<file path="src/hw/rtl/deace_pkg.sv">
// Shared types, object indexes and drive state decoding for the drive enable enforcer.
package deace_pkg;

    // CiA 402 drive states in classification order
    typedef enum logic [2:0] {
        CODE_NRTSO = 3'd0,
        CODE_QSA   = 3'd1,
        CODE_FRA   = 3'd2,
        CODE_RTSO  = 3'd3,
        CODE_SO    = 3'd4,
        CODE_OE    = 3'd5,
        CODE_SOD   = 3'd6,
        CODE_F     = 3'd7
    } t_code;

    // Configuration register indexes
    localparam int CFG_IDX_W = 2;
    localparam logic [CFG_IDX_W-1:0] CFG_NODE_ID     = 2'd0;
    localparam logic [CFG_IDX_W-1:0] CFG_PROFILE_VEL = 2'd1;
    localparam logic [CFG_IDX_W-1:0] CFG_PROFILE_ACC = 2'd2;
    localparam logic [CFG_IDX_W-1:0] CFG_HOME_OFFSET = 2'd3;

    localparam logic [6:0]  NODE_ID_RESET = 7'd112;
    localparam logic [10:0] SDO_RESP_BASE = 11'h580;

    // SDO command specifiers
    localparam logic [7:0] CS_WRITE_ACK = 8'h60;
    localparam logic [7:0] CS_ABORT     = 8'h80;
    localparam logic [7:0] CS_UPLOAD_1  = 8'h4F;
    localparam logic [7:0] CS_UPLOAD_2  = 8'h4B;
    localparam logic [7:0] CS_UPLOAD_3  = 8'h47;
    localparam logic [7:0] CS_UPLOAD_4  = 8'h43;

    // Object indexes
    localparam logic [15:0] OBJ_CONTROL_WORD  = 16'h6040;
    localparam logic [15:0] OBJ_STATUS_WORD   = 16'h6041;
    localparam logic [15:0] OBJ_POSITION      = 16'h6064;
    localparam logic [15:0] OBJ_HOME_OFFSET   = 16'h607C;
    localparam logic [15:0] OBJ_MOTION_PROF   = 16'h6086;
    localparam logic [15:0] OBJ_END_VELOCITY  = 16'h6082;
    localparam logic [15:0] OBJ_PROFILE_VEL   = 16'h6081;
    localparam logic [15:0] OBJ_PROFILE_ACC   = 16'h6083;
    localparam logic [15:0] OBJ_PROFILE_DEC   = 16'h6084;
    localparam logic [15:0] OBJ_QSTOP_DEC     = 16'h6085;
    localparam logic [15:0] OBJ_MAX_ACC       = 16'h60C5;
    localparam logic [15:0] OBJ_MAX_DEC       = 16'h60C6;
    localparam logic [15:0] OBJ_OP_MODE       = 16'h6060;

    localparam logic [7:0] OP_MODE_PROFILE_POS = 8'd1;

    localparam logic [2:0] WR_BYTES_CTRL = 3'd2;
    localparam logic [2:0] WR_BYTES_WORD = 3'd4;

    // Status word masks and patterns; only the low byte takes part
    localparam logic [7:0] CLS_MASK [8] = '{8'h4F, 8'h6F, 8'h4F, 8'h6F,
                                            8'h6F, 8'h6F, 8'h4F, 8'h4F};
    localparam logic [7:0] CLS_ID   [8] = '{8'h00, 8'h07, 8'h0F, 8'h21,
                                            8'h23, 8'h27, 8'h40, 8'h48};

    typedef struct packed {
        logic [6:0]  node_id;
        logic [31:0] prof_vel;
        logic [31:0] prof_acc;
        logic [31:0] home_offset_target;
    } t_cfg;

    typedef struct packed {
        logic [10:0] can_id;
        logic [7:0]  byte0;
        logic [7:0]  byte1;
        logic [7:0]  byte2;
        logic [7:0]  byte3;
        logic [7:0]  byte4;
        logic [7:0]  byte5;
        logic [7:0]  byte6;
        logic [7:0]  byte7;
        logic        drive_enable;
        logic        shutdown_request;
    } t_frame;

    typedef struct packed {
        t_code current_code;
        t_code target_code;
        logic  shutdown_latched;
    } t_state;

    typedef struct packed {
        logic        send_write;
        logic [15:0] write_object;
        logic [31:0] write_value;
        logic [2:0]  write_bytes;
        t_code       drive_state;
        logic        encoder_valid;
        logic [31:0] encoder_value;
        logic        shutdown_done;
    } t_result;

    // First match in state order, fault when nothing matches
    function automatic t_code classify(logic [7:0] sw);
        t_code c;
        c = CODE_F;
        for (int k = 7; k >= 0; k--) begin
            if ((sw & CLS_MASK[k]) == CLS_ID[k]) begin
                c = t_code'(k[2:0]);
            end
        end
        return c;
    endfunction

    function automatic logic [15:0] cw_for_state(t_code c);
        logic [15:0] w;
        case (c)
            CODE_RTSO: w = 16'd6;
            CODE_SO:   w = 16'd7;
            CODE_OE:   w = 16'd15;
            default:   w = 16'd0;
        endcase
        return w;
    endfunction

endpackage

</file>
<file path="src/hw/rtl/deace_step.sv">
// Frame decode, drive state sequencing and write request selection for one response frame.
module deace_step (
    input  deace_pkg::t_cfg    i_cfg,
    input  deace_pkg::t_frame  i_frame,
    input  deace_pkg::t_state  i_state,
    output deace_pkg::t_state  o_state,
    output deace_pkg::t_result o_result
);

    logic              latched;
    logic              match;
    logic [10:0]       resp_id;
    logic [15:0]       obj;
    logic [31:0]       data;
    deace_pkg::t_code  cur;
    deace_pkg::t_code  tgt;
    logic              is_acc_obj;

    assign latched = i_state.shutdown_latched | i_frame.shutdown_request;
    assign resp_id = deace_pkg::SDO_RESP_BASE + {4'd0, i_cfg.node_id};
    assign match   = (i_frame.can_id == resp_id)
                   && (i_frame.byte0 != deace_pkg::CS_WRITE_ACK)
                   && (i_frame.byte0 != deace_pkg::CS_ABORT);
    assign obj     = {i_frame.byte2, i_frame.byte1};

    assign is_acc_obj = (obj == deace_pkg::OBJ_PROFILE_ACC) || (obj == deace_pkg::OBJ_PROFILE_DEC)
                     || (obj == deace_pkg::OBJ_QSTOP_DEC) || (obj == deace_pkg::OBJ_MAX_ACC)
                     || (obj == deace_pkg::OBJ_MAX_DEC);

    // Keep only as many data bytes as the specifier announces
    always_comb begin
        case (i_frame.byte0)
            deace_pkg::CS_UPLOAD_1: data = {24'd0, i_frame.byte4};
            deace_pkg::CS_UPLOAD_2: data = {16'd0, i_frame.byte5, i_frame.byte4};
            deace_pkg::CS_UPLOAD_3: data = {8'd0, i_frame.byte6, i_frame.byte5, i_frame.byte4};
            deace_pkg::CS_UPLOAD_4: data = {i_frame.byte7, i_frame.byte6,
                                            i_frame.byte5, i_frame.byte4};
            default:                data = 32'd0;
        endcase
    end

    always_comb begin
        cur = i_state.current_code;
        tgt = i_state.target_code;
        o_result = '0;
        o_result.write_bytes = deace_pkg::WR_BYTES_WORD;

        if (match) begin
            if (obj == deace_pkg::OBJ_STATUS_WORD) begin
                cur = deace_pkg::classify(i_frame.byte4);
                if (i_frame.drive_enable) begin
                    // step the enable sequence once the drive has caught up
                    if (cur == tgt) begin
                        if (cur == deace_pkg::CODE_RTSO) begin
                            tgt = deace_pkg::CODE_SO;
                        end else if (cur == deace_pkg::CODE_SO) begin
                            tgt = deace_pkg::CODE_OE;
                        end else if (cur != deace_pkg::CODE_OE) begin
                            tgt = deace_pkg::CODE_RTSO;
                        end
                    end
                end else begin
                    tgt = deace_pkg::CODE_RTSO;
                end
                if (latched) begin
                    tgt = deace_pkg::CODE_RTSO;
                end
                if (cur != tgt) begin
                    o_result.send_write   = 1'b1;
                    o_result.write_object = deace_pkg::OBJ_CONTROL_WORD;
                    o_result.write_value  = {16'd0, deace_pkg::cw_for_state(tgt)};
                    o_result.write_bytes  = deace_pkg::WR_BYTES_CTRL;
                end
            end else if (obj == deace_pkg::OBJ_POSITION) begin
                o_result.encoder_valid = 1'b1;
                o_result.encoder_value = data;
            end else if (obj == deace_pkg::OBJ_HOME_OFFSET) begin
                if (data != 32'd0) begin
                    o_result.send_write   = 1'b1;
                    o_result.write_object = obj;
                    o_result.write_value  = i_cfg.home_offset_target;
                end
            end else if (obj == deace_pkg::OBJ_MOTION_PROF) begin
                if (data[15:0] != 16'd0) begin
                    o_result.send_write   = 1'b1;
                    o_result.write_object = obj;
                end
            end else if (obj == deace_pkg::OBJ_END_VELOCITY) begin
                if (data != 32'd0) begin
                    o_result.send_write   = 1'b1;
                    o_result.write_object = obj;
                end
            end else if (obj == deace_pkg::OBJ_PROFILE_VEL) begin
                if (data != i_cfg.prof_vel) begin
                    o_result.send_write   = 1'b1;
                    o_result.write_object = obj;
                    o_result.write_value  = i_cfg.prof_vel;
                end
            end else if (is_acc_obj) begin
                if (data != i_cfg.prof_acc) begin
                    o_result.send_write   = 1'b1;
                    o_result.write_object = obj;
                    o_result.write_value  = i_cfg.prof_acc;
                end
            end else if (obj == deace_pkg::OBJ_OP_MODE) begin
                if (data[7:0] != deace_pkg::OP_MODE_PROFILE_POS) begin
                    o_result.send_write   = 1'b1;
                    o_result.write_object = obj;
                    o_result.write_value  = {24'd0, deace_pkg::OP_MODE_PROFILE_POS};
                end
            end
        end

        o_result.drive_state   = cur;
        o_result.shutdown_done = latched && (cur == deace_pkg::CODE_RTSO);

        o_state.current_code     = cur;
        o_state.target_code      = tgt;
        o_state.shutdown_latched = latched;
    end

endmodule

</file>
<file path="src/hw/rtl/drive_enable_and_config_enforcer.sv">
// Top level: input register, drive state registers, configuration and result register.
//
//  channel   direction  handshake               payload
//  request   in         i_valid / o_stall       i_can_id, i_byte0..i_byte7, i_drive_enable,
//                                               i_shutdown_request
//  result    out        o_valid / i_stall       o_send_write .. o_shutdown_done
//  config    in         i_cfg_wen               i_cfg_idx, i_cfg_data
//
//  Each request passes through the input register, then through the decode into the result
//  register. One request per cycle is sustained while the result is not stalled; the drive
//  state registers update in the same cycle as the result register loads.
//  Synchronous active-low reset clears valids, the drive state (ready to switch on,
//  shutdown not latched) and the configuration (node id 112, others zero).
//  A stalled result holds the result register; the input register then fills and o_stall rises.
module drive_enable_and_config_enforcer (
    input  logic                                i_clk,
    input  logic                                i_rst_n,
    input  logic                                i_cfg_wen,
    input  logic [deace_pkg::CFG_IDX_W-1:0]     i_cfg_idx,
    input  logic [31:0]                         i_cfg_data,
    input  logic                                i_valid,
    output logic                                o_stall,
    input  logic [10:0]                         i_can_id,
    input  logic [7:0]                          i_byte0,
    input  logic [7:0]                          i_byte1,
    input  logic [7:0]                          i_byte2,
    input  logic [7:0]                          i_byte3,
    input  logic [7:0]                          i_byte4,
    input  logic [7:0]                          i_byte5,
    input  logic [7:0]                          i_byte6,
    input  logic [7:0]                          i_byte7,
    input  logic                                i_drive_enable,
    input  logic                                i_shutdown_request,
    output logic                                o_valid,
    input  logic                                i_stall,
    output logic                                o_send_write,
    output logic [15:0]                         o_write_object,
    output logic [31:0]                         o_write_value,
    output logic [2:0]                          o_write_bytes,
    output logic [2:0]                          o_drive_state,
    output logic                                o_encoder_valid,
    output logic signed [31:0]                  o_encoder_value,
    output logic                                o_shutdown_done
);

    deace_pkg::t_cfg    r_cfg;
    deace_pkg::t_frame  r_frame;
    logic               r_in_valid;
    deace_pkg::t_state  r_state;
    deace_pkg::t_state  n_state;
    deace_pkg::t_result r_result;
    deace_pkg::t_result n_result;
    logic               r_out_valid;
    logic               in_accept;
    logic               advance;

    assign advance   = r_in_valid && (!r_out_valid || !i_stall);
    assign o_stall   = r_in_valid && !advance;
    assign in_accept = i_valid && !o_stall;

    always_ff @(posedge i_clk) begin
        if (!i_rst_n) begin
            r_cfg.node_id            <= deace_pkg::NODE_ID_RESET;
            r_cfg.prof_vel           <= 32'd0;
            r_cfg.prof_acc           <= 32'd0;
            r_cfg.home_offset_target <= 32'd0;
        end else if (i_cfg_wen) begin
            case (i_cfg_idx)
                deace_pkg::CFG_NODE_ID:     r_cfg.node_id            <= i_cfg_data[6:0];
                deace_pkg::CFG_PROFILE_VEL: r_cfg.prof_vel           <= i_cfg_data;
                deace_pkg::CFG_PROFILE_ACC: r_cfg.prof_acc           <= i_cfg_data;
                deace_pkg::CFG_HOME_OFFSET: r_cfg.home_offset_target <= i_cfg_data;
                default:                    r_cfg                    <= r_cfg;
            endcase
        end
    end

    // Input register
    always_ff @(posedge i_clk) begin
        if (!i_rst_n) begin
            r_in_valid <= 1'b0;
        end else if (in_accept) begin
            r_in_valid <= 1'b1;
        end else if (advance) begin
            r_in_valid <= 1'b0;
        end
    end

    always_ff @(posedge i_clk) begin
        if (in_accept) begin
            r_frame.can_id           <= i_can_id;
            r_frame.byte0            <= i_byte0;
            r_frame.byte1            <= i_byte1;
            r_frame.byte2            <= i_byte2;
            r_frame.byte3            <= i_byte3;
            r_frame.byte4            <= i_byte4;
            r_frame.byte5            <= i_byte5;
            r_frame.byte6            <= i_byte6;
            r_frame.byte7            <= i_byte7;
            r_frame.drive_enable     <= i_drive_enable;
            r_frame.shutdown_request <= i_shutdown_request;
        end
    end

    deace_step u_step (
        .i_cfg    (r_cfg),
        .i_frame  (r_frame),
        .i_state  (r_state),
        .o_state  (n_state),
        .o_result (n_result)
    );

    // Drive state advances only with a request moving into the result register
    always_ff @(posedge i_clk) begin
        if (!i_rst_n) begin
            r_state.current_code     <= deace_pkg::CODE_RTSO;
            r_state.target_code      <= deace_pkg::CODE_RTSO;
            r_state.shutdown_latched <= 1'b0;
        end else if (advance) begin
            r_state <= n_state;
        end
    end

    always_ff @(posedge i_clk) begin
        if (!i_rst_n) begin
            r_out_valid <= 1'b0;
        end else if (advance) begin
            r_out_valid <= 1'b1;
        end else if (!i_stall) begin
            r_out_valid <= 1'b0;
        end
    end

    always_ff @(posedge i_clk) begin
        if (advance) begin
            r_result <= n_result;
        end
    end

    assign o_valid         = r_out_valid;
    assign o_send_write    = r_result.send_write;
    assign o_write_object  = r_result.write_object;
    assign o_write_value   = r_result.write_value;
    assign o_write_bytes   = r_result.write_bytes;
    assign o_drive_state   = r_result.drive_state;
    assign o_encoder_valid = r_result.encoder_valid;
    assign o_encoder_value = $signed(r_result.encoder_value);
    assign o_shutdown_done = r_result.shutdown_done;

`ifndef SYNTH
    a_done_means_ready: assert property (@(posedge i_clk) disable iff (!i_rst_n)
        (o_valid && o_shutdown_done) |-> (o_drive_state == deace_pkg::CODE_RTSO))
        else $error("shutdown done reported outside ready to switch on");

    a_ctrl_word_len: assert property (@(posedge i_clk) disable iff (!i_rst_n)
        (o_valid && o_send_write && (o_write_object == deace_pkg::OBJ_CONTROL_WORD))
        |-> (o_write_bytes == deace_pkg::WR_BYTES_CTRL))
        else $error("control word write with wrong length");

    a_one_kind: assert property (@(posedge i_clk) disable iff (!i_rst_n)
        (o_valid && o_encoder_valid) |-> !o_send_write)
        else $error("position reply also asks for a write");

    a_state_holds: assert property (@(posedge i_clk) disable iff (!i_rst_n)
        !advance |=> $stable(r_state))
        else $error("drive state changed without a request");

    a_no_drop: assert property (@(posedge i_clk) disable iff (!i_rst_n)
        (r_in_valid && !advance) |=> r_in_valid)
        else $error("held request lost from input register");
`endif

endmodule

</file>
<file path="config.mk">
export PLATFORM = sky130hd
export DESIGN_NAME = drive_enable_and_config_enforcer
export DESIGN_NICKNAME = d
export VERILOG_FILES = /design/src/hw/rtl/deace_pkg.sv /design/src/hw/rtl/deace_step.sv /design/src/hw/rtl/drive_enable_and_config_enforcer.sv
export SDC_FILE = /design/constraint.sdc
export NUM_CORES = 1
export LEC_CHECK = 0
export BUFFER_PORTS_ARGS = -buffer_cell sky130_fd_sc_hd__buf_2
export CORE_ASPECT_RATIO = 2
export CORE_MARGIN = 2
export CORE_UTILIZATION = 50
export CTS_CLUSTER_DIAMETER = 120
export DETAILED_ROUTE_END_ITERATION = 8
export MAX_ROUTING_LAYER = met4
export PLACE_DENSITY_LB_ADDON = 0.2
export SYNTH_ARGS = -nofsm -noshare
export SYNTH_HDL_FRONTEND = slang
export SYNTH_SLANG_ARGS = --single-unit
</file>
<file path="constraint.sdc">
create_clock -name i_clk -period 10.4 [get_ports i_clk]
set_clock_uncertainty 0.05 [all_clocks]
set_input_delay 0.52 -clock i_clk [delete_from_list [all_inputs] [get_ports i_clk]]
set_output_delay 0.52 -clock i_clk [all_outputs]
set_load 0.1 [all_outputs]
</file>
==> results.md, run 1 <==
* Overall die area at 26100 µm²
* Filler cells at ~2.1k
* F_max at about 240 MHz
* Post-route cell area at approximately 14000 µm²
* Overall power consumption at 0.00234 W
* WP data required at 10.63 ns
* Clk_lat worst skew at 0.55 ns
* Synthesis-to-layout area growth at 16.9%
* Synth Area in XOR/XNOR at 0.0248
* Top_reg_cell synth: edfxtp_1
* Site Rows at 81
* Syn avg cell area at 10.4 µm²
* Fraction of the mapped netlist area in compound gates at 0.158
* GP Congestion at a little under 1
* Syn Inst Count at 1194
* Vias post-DR at 9763
* Status: finished clean
* Tmin final at approximately 4.2 ns
* Post-synth EDFFs at between 150 and 200
* Final nets at 1488
* FFs w/ async S/R, synth at 0
* Fraction of layout cells with a size suffix above 1 at 0.191
* CTS tree: built
* Worst Tran Pin Value at 1.03 ns
* Wire length per cell at 20.4 µm
* H-Tree Depth at 1
* Register area share after synthesis at 0.563
* Register clock-pin slew on the reported worst setup and hold paths at approximately 0.07 ns
* IO Port Bufs at 197
* Relative slew slack at 0.308
* DR DRC count at 0
* Synth cell types at 77
* Crit end category: flip-flop
* Post-synthesis mux area share at 0.0358
* Dpl cell area at 13700 µm²
* Final Core Density at 0.592
* Root Buffer Master: clkbuf_16
* Worst vdd ir at 0.122 mV
* Synthesized area at 12400 µm²
* Dpl hpwl at 25300 µm
* CTS Hold Buffers Added at 0
* # setup viols final at 0
* Reg2reg end: o_write_object[6]
* Period Utilization, post-route at 0.401
* Number of global-route vias before repair at 9643
* GRT Resource Usage Total at 0.277
* Final worst slack at 6.23 ns
* Iter 0 DRT Violations at 731
* Max Slew Vio Count at 0
* CTS Buffer Depth at 3
* Min-Delay Endpoint: r_frame[15]
* Setup bufs post-CTS at 0
* R2R Setup Slk at 6.23 ns
* Drt via density at 5.66
* Clock sink count at 269
* Num CTS Buffers at 24
* Die W at 115 µm
* GR Overflow Total at 0
* Number of synthesized register bits at 269
* ANT nets after route at 0
* Core region area at 24400 µm²
* Syn. warnings at 0
* Initial antenna violation count at 4
* CTS-repair resized insts at 0
* Max-Cap Viols at 0
* RSZ-0062 raised after global routing: no
* Post-Synth Simple-Gate Area at 0.191
* Worst Hold Depth at 1
* CP max FO at 25
* HP Start: i_byte6[5]
* Reg2Reg Depth at 8
* Initial Util at 0.506
* Leakage at ~5.4 nW
* First drt pass iteration count at 5
* Arr. time, crit path at 4.40 ns
* Pre-CTS setup slack at about 6.3 ns
* Power Density at 162 nW/µm²
* Final hold viol count at 0
* Largest net degree at the start of global routing at 113
* Die H at between 200 and 250 µm
* Worst setup SP type: flip-flop
* I/O Pins at 207
* Setup TNS after final layout at 0 ns
* Synth Area in Adders at 0
* Global-route wire length before repair at 53100 µm
* Main combinational cell family by area after synthesis: simple AND/OR/NAND/NOR gates
* Total wire length at approximately 35000 µm
* Hold Crit Class: input port to flip-flop
* RR Startpoint: r_frame[65]
* Crit Path Class: flip-flop to flip-flop
where the power goes:
group          internal (W)  switching [W]  total [W]
Combinational     0.0000654       0.000171   0.000237
Clock              0.000490       0.000399   0.000889
Sequential          0.00117      0.0000407    0.00121
how the worst max path moves through the flow:
stage,depth (start not counted),endpoint,startpoint,slack [ns]
6_report,8,o_write_object[6],r_frame[65],6.23
5_1_grt,8,o_write_object[6],r_frame[65],5.96
4_1_cts,8,o_write_object[6],r_frame[65],6.30
3_5_place_dp,8,o_write_object[6],r_frame[65],6.34
3_3_place_gp,8,o_write_object[6],r_frame[65],6.28
2_1_floorplan,3,r_state[0],o_valid,4.72
cells in the final DEF (no fill, tap or decap), drive strengths merged, types with 13 or more instances in the layout:
| master | n |
|---|---|
| edfxtp | 157 |
| a2bb2oi | 29 |
| clkbuf | 32 |
| and2 | 32 |
| o21ai | 31 |
| nor2b | 20 |
| nand2 | 246 |
| nor2 | 88 |
| inv | 21 |
| nor3 | 19 |
| nor4bb | 13 |
| a31oi | 21 |
| dfxtp | 112 |
| a21boi | 98 |
| nand3 | 21 |
| xnor2 | 26 |
| mux2i | 42 |
| a21oi | 14 |
| buf | 209 |
state kept, by name, summed over array words and instances, names as in the netlist:
signal and cells:
r_cfg 103, r_state 7, r_in_valid 1, r_frame 69, o_drive_state 3, o_write_value 32
o_send_write 1, o_encoder_value 32, o_shutdown_done 1, o_write_bytes 2, o_valid 1, o_write_object 16
o_encoder_valid 1
Yosys cell counts, types with 5 or more instances:
cell,count,share of area
a211oi_1,5,0.0030
a21boi_0,98,0.059
a21oi_1,14,0.0057
a2bb2oi_1,29,0.021
a31oi_1,20,0.010
and2_1,32,0.016
and3_1,9,0.0046
buf_2,6,0.0024
clkbuf_1,50,0.015
dfxtp_1,112,0.18
edfxtp_1,157,0.38
inv_1,15,0.0046
mux2i_1,42,0.034
nand2_1,246,0.075
nand2b_1,6,0.0030
nand3_1,21,0.0085
nand4_1,9,0.0046
nor2_1,88,0.027
nor2b_1,20,0.010
nor3_1,19,0.0077
nor4_1,5,0.0025
nor4b_1,5,0.0035
nor4bb_1,13,0.011
o211ai_1,5,0.0030
o21ai_0,25,0.010
o21ai_1,6,0.0024
o32ai_1,11,0.0078
xnor2_1,26,0.018
xor2_1,9,0.0064
metrics by stage:
| stage | cells | hold slack, ns |
|---|---|---|
| 5_1_grt | 1726 | 0.0817 |
| 4_1_cts | 1722 | 0.0808 |
| 2_1_floorplan | 1200 | 0.389 |
| 6_report | 1726 | 0.0975 |
| 3_5_place_dp | 1678 | 0.411 |
| 3_3_place_gp | 1678 | 0.401 |
worst max-delay path: stages, from the launching register on:
cell and delay [ns]:
edfxtp_1 0.43, and4b_1 0.66, nand2_1 0.72, o41ai_1 0.54, nand3_1 0.14, o41ai_1 0.63
nand2_1 0.13, a31oi_2 0.48, a21oi_1 0.13
routing by layer:
layer | part of all wire | vias up | global-route usage
li1 | - | 4668 | -
met1 | 0.35 | 4665 | 0.280
met2 | 0.55 | 329 | 0.512
met3 | 0.040 | 101 | 0.0270
met4 | 0.058 | 0 | 0.157
met5 | 0 | - | -
layout make-up:
type / count / area (µm²) / area share
Multi-Input combinational cell: 849 / 5140 / 0.356
Sequential cell: 269 / 6960 / 0.481
Inverter: 19 / 71.3 / 0.00493
Tap cell: 332 / 415 / 0.0287
Timing Repair Buffer: 209 / 1080 / 0.0744
Antenna cell: 4 / 10.0 / 0.000692
Clock buffer: 32 / 682 / 0.0472
Clock inverter: 12 / 101 / 0.00701
kinds of logic (layout without fill, tap and decap cells):
kind of cell	Yosys count	count (layout)
buffers and inverters	82	272
DFF	269	269
and+or+nand+nor	501	501
AOI/OAI and AO/OA	262	262
muxes	44	44
xor gates and xnor gates	35	35
other	1	11
No activity file was read; power rests on OpenSTA's default activity.
==> run 2, diff against run 1 <==
--- a/config.mk
+++ b/config.mk
@@ -5,6 +5,7 @@
 export SDC_FILE = /design/constraint.sdc
 export NUM_CORES = 1
 export LEC_CHECK = 0
+export ABC_AREA = 1
 export BUFFER_PORTS_ARGS = -buffer_cell sky130_fd_sc_hd__buf_2
 export CORE_ASPECT_RATIO = 2
 export CORE_MARGIN = 2
==> constraint.sdc (replaced) <==
create_clock -name i_clk -period 4 [get_ports i_clk]
set_clock_uncertainty 0.05 [all_clocks]
set_input_delay 0.2 -clock i_clk [delete_from_list [all_inputs] [get_ports i_clk]]
set_output_delay 0.2 -clock i_clk [all_outputs]
set_load 0.1 [all_outputs]
==> run 2 against run 1 <==
  * Highest routed layer unchanged
  * Synthesized cell count increased by 20%
  * Global-route usage up 2.4 points
  * Sequential power grew to 2.6 times the previous value
==> results.md, run 2 <==
* Synth Area in XOR/XNOR at 0.0169
* Arr. time, crit path at 3.60 ns
* CTS tree: built
* Crit end category: flip-flop
* CTS Hold Buffers Added at 103
* GRT Resource Usage Total at 0.301
* Post-synthesis mux area share at 0
* First drt pass iteration count at 5
* Max-Cap Viols at 0
* Syn Inst Count at 1427
* H-Tree Depth at 1
* Post-Synth Simple-Gate Area at 0.233
* Num CTS Buffers at 26
* Main combinational cell family by area after synthesis: simple AND/OR/NAND/NOR gates
* Largest net degree at the start of global routing at 65
* CTS Buffer Depth at 3
* Top delay family on crit path: simple AND/OR/NAND/NOR gates
* Largest register FFs at between 100 and 150
* Commonest non-fill, non-tap cell in the layout: nand2_1
* Period Utilization, post-route at 0.842
* Synth Area in Adders at 0
* Syn avg cell area at about 8.7 µm²
* Die W at roughly 120 µm
* Crit Path Class: flip-flop to flip-flop
* Fraction of layout cells with a size suffix above 1 at 0.175
* Most frequent cells in the layout: 235 x nand2_1, 208 x nor2_1, 197 x buf_2, 157 x edfxtp_1, 147 x o21ai_0
* Worst vdd ir at ~0.37 mV
* Clk_lat worst skew at 0.57 ns
* RSZ-0062 raised after global routing: no
* Root Buffer Master: clkbuf_16
* # setup viols final at 0
* Dpl hpwl at 26400 µm
* Filler cells at 2064
* Initial antenna violation count at 0
* Syn. warnings at 0
* CP cell instances: nor2_1 -> nand2_1 -> nor2_4 -> nand3_1 -> nand2_1 -> nand2_1 -> nor2_1 -> nand2_1 -> nor2_1 -> nand3_1 -> nand2_2 -> nand3_2 -> nand2_1 -> nand2_1 -> nand2_1 -> nand2_1 -> nand2_2 -> a21oi_1
* Post-route cell area at 15600 µm²
* CP max FO at 18
* Fraction of the mapped netlist area in compound gates at 0.118
* Synthesized area at 12400 µm²
* Status: finished clean
* N_diodes at 0
* Hold Crit Class: input port to flip-flop
* Die H at 227 µm
* CTS-repair resized insts at 0
* Count leader, synth: nand2_1
* Core region area at 24400 µm²
* IO Port Bufs at ~200
* Power Density at 415 nW/µm²
* Site Rows at 81
* Final nets at 1837
* Largest registers: r_cfg: 103 flops, r_frame: 69 flops
* Register clock-pin slew on the reported worst setup and hold paths at approximately 0.06 ns
* Total wire length at roughly 38000 µm
* Critical path's slowest cell: nor2_4
* Most instantiated cells after synthesis: 235 x nand2_1, 210 x nor2_1, 157 x edfxtp_1
* Setup bufs post-CTS at 0
* Overall die area at 26200 µm²
* Placed Cells incl. Taps at ~1.9k
* CP bufs+invs at 0
* Initial Util at 0.509
* CP max stage delay at 0.49 ns
* Worst Tran Pin Value at about 0.8 ns
* Tmin final at 3.37 ns
* Top cell type's share of synthesized area at 0.379
* Max Slew Vio Count at 0
* Worst setup SP type: flip-flop
* GP Congestion at slightly below 1
* Top_reg_cell synth: edfxtp_1
* Dpl cell area at 13700 µm²
* ANT nets after route at 0
* Setup TNS after final layout at 0 ns
* Final hold viol count at 0
* Relative slew slack at 0.470
* Fin cells at 2073
* Post-synth EDFFs at 157
* DR DRC count at 0
* F_max at approximately 300 MHz
* Overall power consumption at 0.00647 W
* Largest area contributor in the netlist: edfxtp_1
* Iter 0 DRT Violations at ~830
* Largest Register: r_cfg
* Vias post-DR at ~11k
* WP data required at 4.24 ns
* Register area share after synthesis at 0.560
* Top post-synthesis cells by area: edfxtp_1 38%, dfxtp_1 18%, nand2_1 7.1%, nor2_1 6.3%, o21ai_0 5.9%
* GR Overflow Total at 0
* I/O Pins at just over 200
* FFs w/ async S/R, synth at 0
* Wire length per cell at 18.4 µm
* R2R Setup Slk at 0.63 ns
* Number of global-route vias before repair at 11.1k
* Global-route wire length before repair at 58400 µm
* Leakage at 6.32 nW
* Synth cell types at 47
* CP dominant cell by count: nand2_1
* Clock sink count at 269
* Drt via density at 5.34
* Synthesis-to-layout area growth at 25.4%
* Number of synthesized register bits at 269
==> run 2: logic make-up (layout without fill, tap and decap cells) <==
kind of cell	after synthesis	after routing
simple gates	646	646
compound gates	278	278
flops	269	269
buf+inv	209	517
xor+xnor	24	24
other cells	1	7
==> run 2: through the flow <==
| stage | setup slack, ns | hold slack (ns) | utilization |
|---|---|---|---|
| final | 0.632 | 0.186 | 0.638 |
| after global routing | 0.379 | 0.220 | 0.638 |
| after CTS | 0.701 | 0.170 | 0.638 |
| after detailed placement | 0.721 | 0.328 | 0.562 |
| after global placement | 0.742 | 0.327 | 0.562 |
| after floorplan | 0.378 | 0.249 | - |
==> run 2: path summary, 6_finish.rpt <==
kind                        to  depth (start not counted)        start
max reg2reg  o_write_object[6]                         18  r_frame[65]
min                 r_cfg[102]                          2      i_rst_n
min reg2reg           r_cfg[2]                          2     r_cfg[2]
max          o_write_object[6]                         18  r_frame[65]
==> run 2: power breakdown <==
| group | switching [W] | leakage, nW | internal (W) |
|---|---|---|---|
| logic | 0.000642 | 3.53 | 0.000241 |
| clock network | 0.00109 | 0.396 | 0.00134 |
| registers | 0.0000808 | 2.40 | 0.00307 |
| total | 0.00181 | 6.32 | 0.00466 |
==> run 2: final cells by class <==
type,count,area (µm²),share of cell area
flip-flops and latches,269,6960,0.446
multi-input cells,955,4630,0.297
clock inverters,13,104,0.00666
well taps,332,415,0.0266
inverters,147,552,0.0354
repair buffers,322,2210,0.142
clock buffers,35,726,0.0466
==> run 2: metal layers <==
metal | global-route usage | share of wire | up-vias
met4 | 0.161 | 0.056 | 0
met3 | 0.0309 | 0.051 | 107
met5 | - | 0 | -
li1 | - | - | 5399
met1 | 0.314 | 0.35 | 5141
met2 | 0.547 | 0.54 | 428
==> run 3, diff against run 2 <==
==> constraint.sdc (replaced) <==
create_clock -name i_clk -period 3.4 [get_ports i_clk]
set_clock_uncertainty 0.05 [all_clocks]
set_input_delay 0.17 -clock i_clk [delete_from_list [all_inputs] [get_ports i_clk]]
set_output_delay 0.17 -clock i_clk [all_outputs]
set_load 0.1 [all_outputs]
==> run 3 against run 2 <==
  * Clock power increased by 24%
  * Sequential power increased by 18%
  * Largest power group unchanged
  * Critical path depth decreased by 6
  * Clock-buffer cell count decreased by 6
  * Maximum frequency increased by 9.3%
  * Sequential share of layout area decreased by 0.93 points
  * Power increased by 20%
  * Global-route usage decreased by 0.12 points
  * First-iteration DRC count increased by 3.8%
  * Register-to-register slack got worse by 0.31 ns
  * Flip-flop and latch count unchanged
==> results.md, run 3 (synthesis results as in run 2) <==
* Status: finished clean
* Crit Path Class: flip-flop to flip-flop
* ANT nets after route at 0
* Worst setup SP type: flip-flop
* Clk_lat worst skew at roughly 0.55 ns
* Site Rows at ~80
* Die W at 115 µm
* CP bufs+invs at 3
* Largest Register: r_cfg
* DR DRC count at 0
* First drt pass iteration count at 6
* Largest registers: r_cfg: 103 flops, r_frame: 69 flops
* Hold Crit Class: input port to flip-flop
* Num CTS Buffers at 25
* F_max at 324 MHz
* Wire length per cell at 18.2 µm
* CTS tree: built
* CTS Buffer Depth at 3
* CP max FO at 17
* RSZ-0062 raised after global routing: no
* CP cell instances: nand2_2 -> inv_2 -> buf_4 -> nand3_1 -> nand4_1 -> nor3_1 -> nand2_1 -> nor2_4 -> buf_4 -> nor3_1 -> a31oi_1 -> nor2_1
* Initial Util at 0.509
* Clock sink count at 269
* Synthesis-to-layout area growth at 28.1%
* Die H at between 200 and 250 µm
* CTS-repair resized insts at 0
* Initial antenna violation count at 0
* Relative slew slack at 0.437
* GR Overflow Total at 0
* Core region area at 24400 µm²
* Tmin final at 3.08 ns
* Global-route wire length before repair at between 50000 and 60000 µm
* Arr. time, crit path at approximately 3.3 ns
* Power Density at 488 nW/µm²
* CP max stage delay at 0.42 ns
* Largest register FFs at 103
* Fraction of layout cells with a size suffix above 1 at 0.192
* GP Congestion at 0.954
* Final nets at 1868
* IO Port Bufs at slightly below 200
* Worst vdd ir at roughly 0.47 mV
* Root Buffer Master: clkbuf_16
* Total wire length at 38400 µm
* I/O Pins at 207
* GRT Resource Usage Total at 0.300
* Final hold viol count at 0
* Worst Tran Pin Value at 0.844 ns
* Top delay family on crit path: simple AND/OR/NAND/NOR gates
* Iter 0 DRT Violations at between 800 and 900
* Setup TNS after final layout at 0 ns
* Drt via density at 5.31
* # setup viols final at 0
* Number of global-route vias before repair at 11.0k
* N_diodes at 0
* Overall die area at 26200 µm²
* Most frequent cells in the layout: 235 x nand2_1, 208 x nor2_1, 197 x buf_2, 157 x edfxtp_1, 147 x o21ai_0
* WP data required at 3.62 ns
* Final worst slack at 0.317 ns
* Max Slew Vio Count at 0
* Crit end category: flip-flop
* Overall power consumption at 0.00776 W
* Register clock-pin slew on the reported worst setup and hold paths at 0.07 ns
* Critical path's slowest cell: edfxtp_1
* Commonest non-fill, non-tap cell in the layout: nand2_1
* Dpl hpwl at 26300 µm
* H-Tree Depth at 1
* Largest net degree at the start of global routing at 91
* Leakage at 6.51 nW
* Period Utilization, post-route at 0.907
* Vias post-DR at 11.2k
* Max-Cap Viols at 0
* Pre-CTS setup slack at 0.275 ns
run 3: area by class of cell:
type	count	area [µm²]
Fill cell	2021	8500
Sequential cell	269	6960
Multi-Input combinational cell	955	4630
Timing Repair Buffer	354	2510
Clock buffer	29	641
Inverter	147	552
Tap cell	332	415
Clock inverter	16	211
run 3: per-layer routing:
| layer | share of wire | track usage | wire [µm] | vias to the layer above |
|---|---|---|---|---|
| met5 | 0 | - | 0 | - |
| met4 | 0.047 | 0.143 | 1780 | 0 |
| met3 | 0.049 | 0.0301 | 1860 | 99 |
| met2 | 0.55 | 0.554 | 20900 | 425 |
| met1 | 0.36 | 0.313 | 13800 | 5200 |
| li1 | - | - | - | 5440 |
run 3: power by group:
part	total, W	internal [W]	switching (W)
combinational	0.00105	0.000293	0.000755
sequential	0.00371	0.00361	0.0000943
clock	0.00301	0.00173	0.00128
total	0.00776	0.00564	0.00212
run 3: what timing repair did:
| action | in CTS | in global routing |
|---|---|---|
| hold buffers | 104 | 0 |
| endpoints found under the setup margin | 0 | 16 |
| setup buffers | 0 | 3 |
| endpoints found under the hold margin | 174 | 0 |
run 3: through the flow:
stage	instance area, µm²	std cells	hold slack [ns]	util
global route	15900	2102	0.0524	0.652
global placement	14000	1950	0.297	0.573
floorplan	12500	1433	0.219	-
finish	15900	2102	0.0390	0.652
detailed placement	14000	1950	0.298	0.573
CTS	15900	2099	0.0200	0.650
run 3: final timing paths:
kind	start	end	slack [ns]	cells past startpoint
worst min register to register	r_cfg[0]	r_cfg[0]	0.40	2
worst min-delay path	i_rst_n	r_cfg[102]	0.04	2
worst max-delay path	r_frame[59]	o_write_value[5]	0.32	12
worst max register to register	r_frame[59]	o_write_value[5]	0.32	12
run 3: worst register-to-register path, delay by kind of cell (launching register included):
| kind | cells | cell delay (ns) |
|---|---|---|
| AND/OR/NAND/NOR | 8 | 1.56 |
| buffers and inverters | 3 | 0.59 |
| flip-flops | 1 | 0.42 |
| AO/OA/AOI/OAI | 1 | 0.20 |
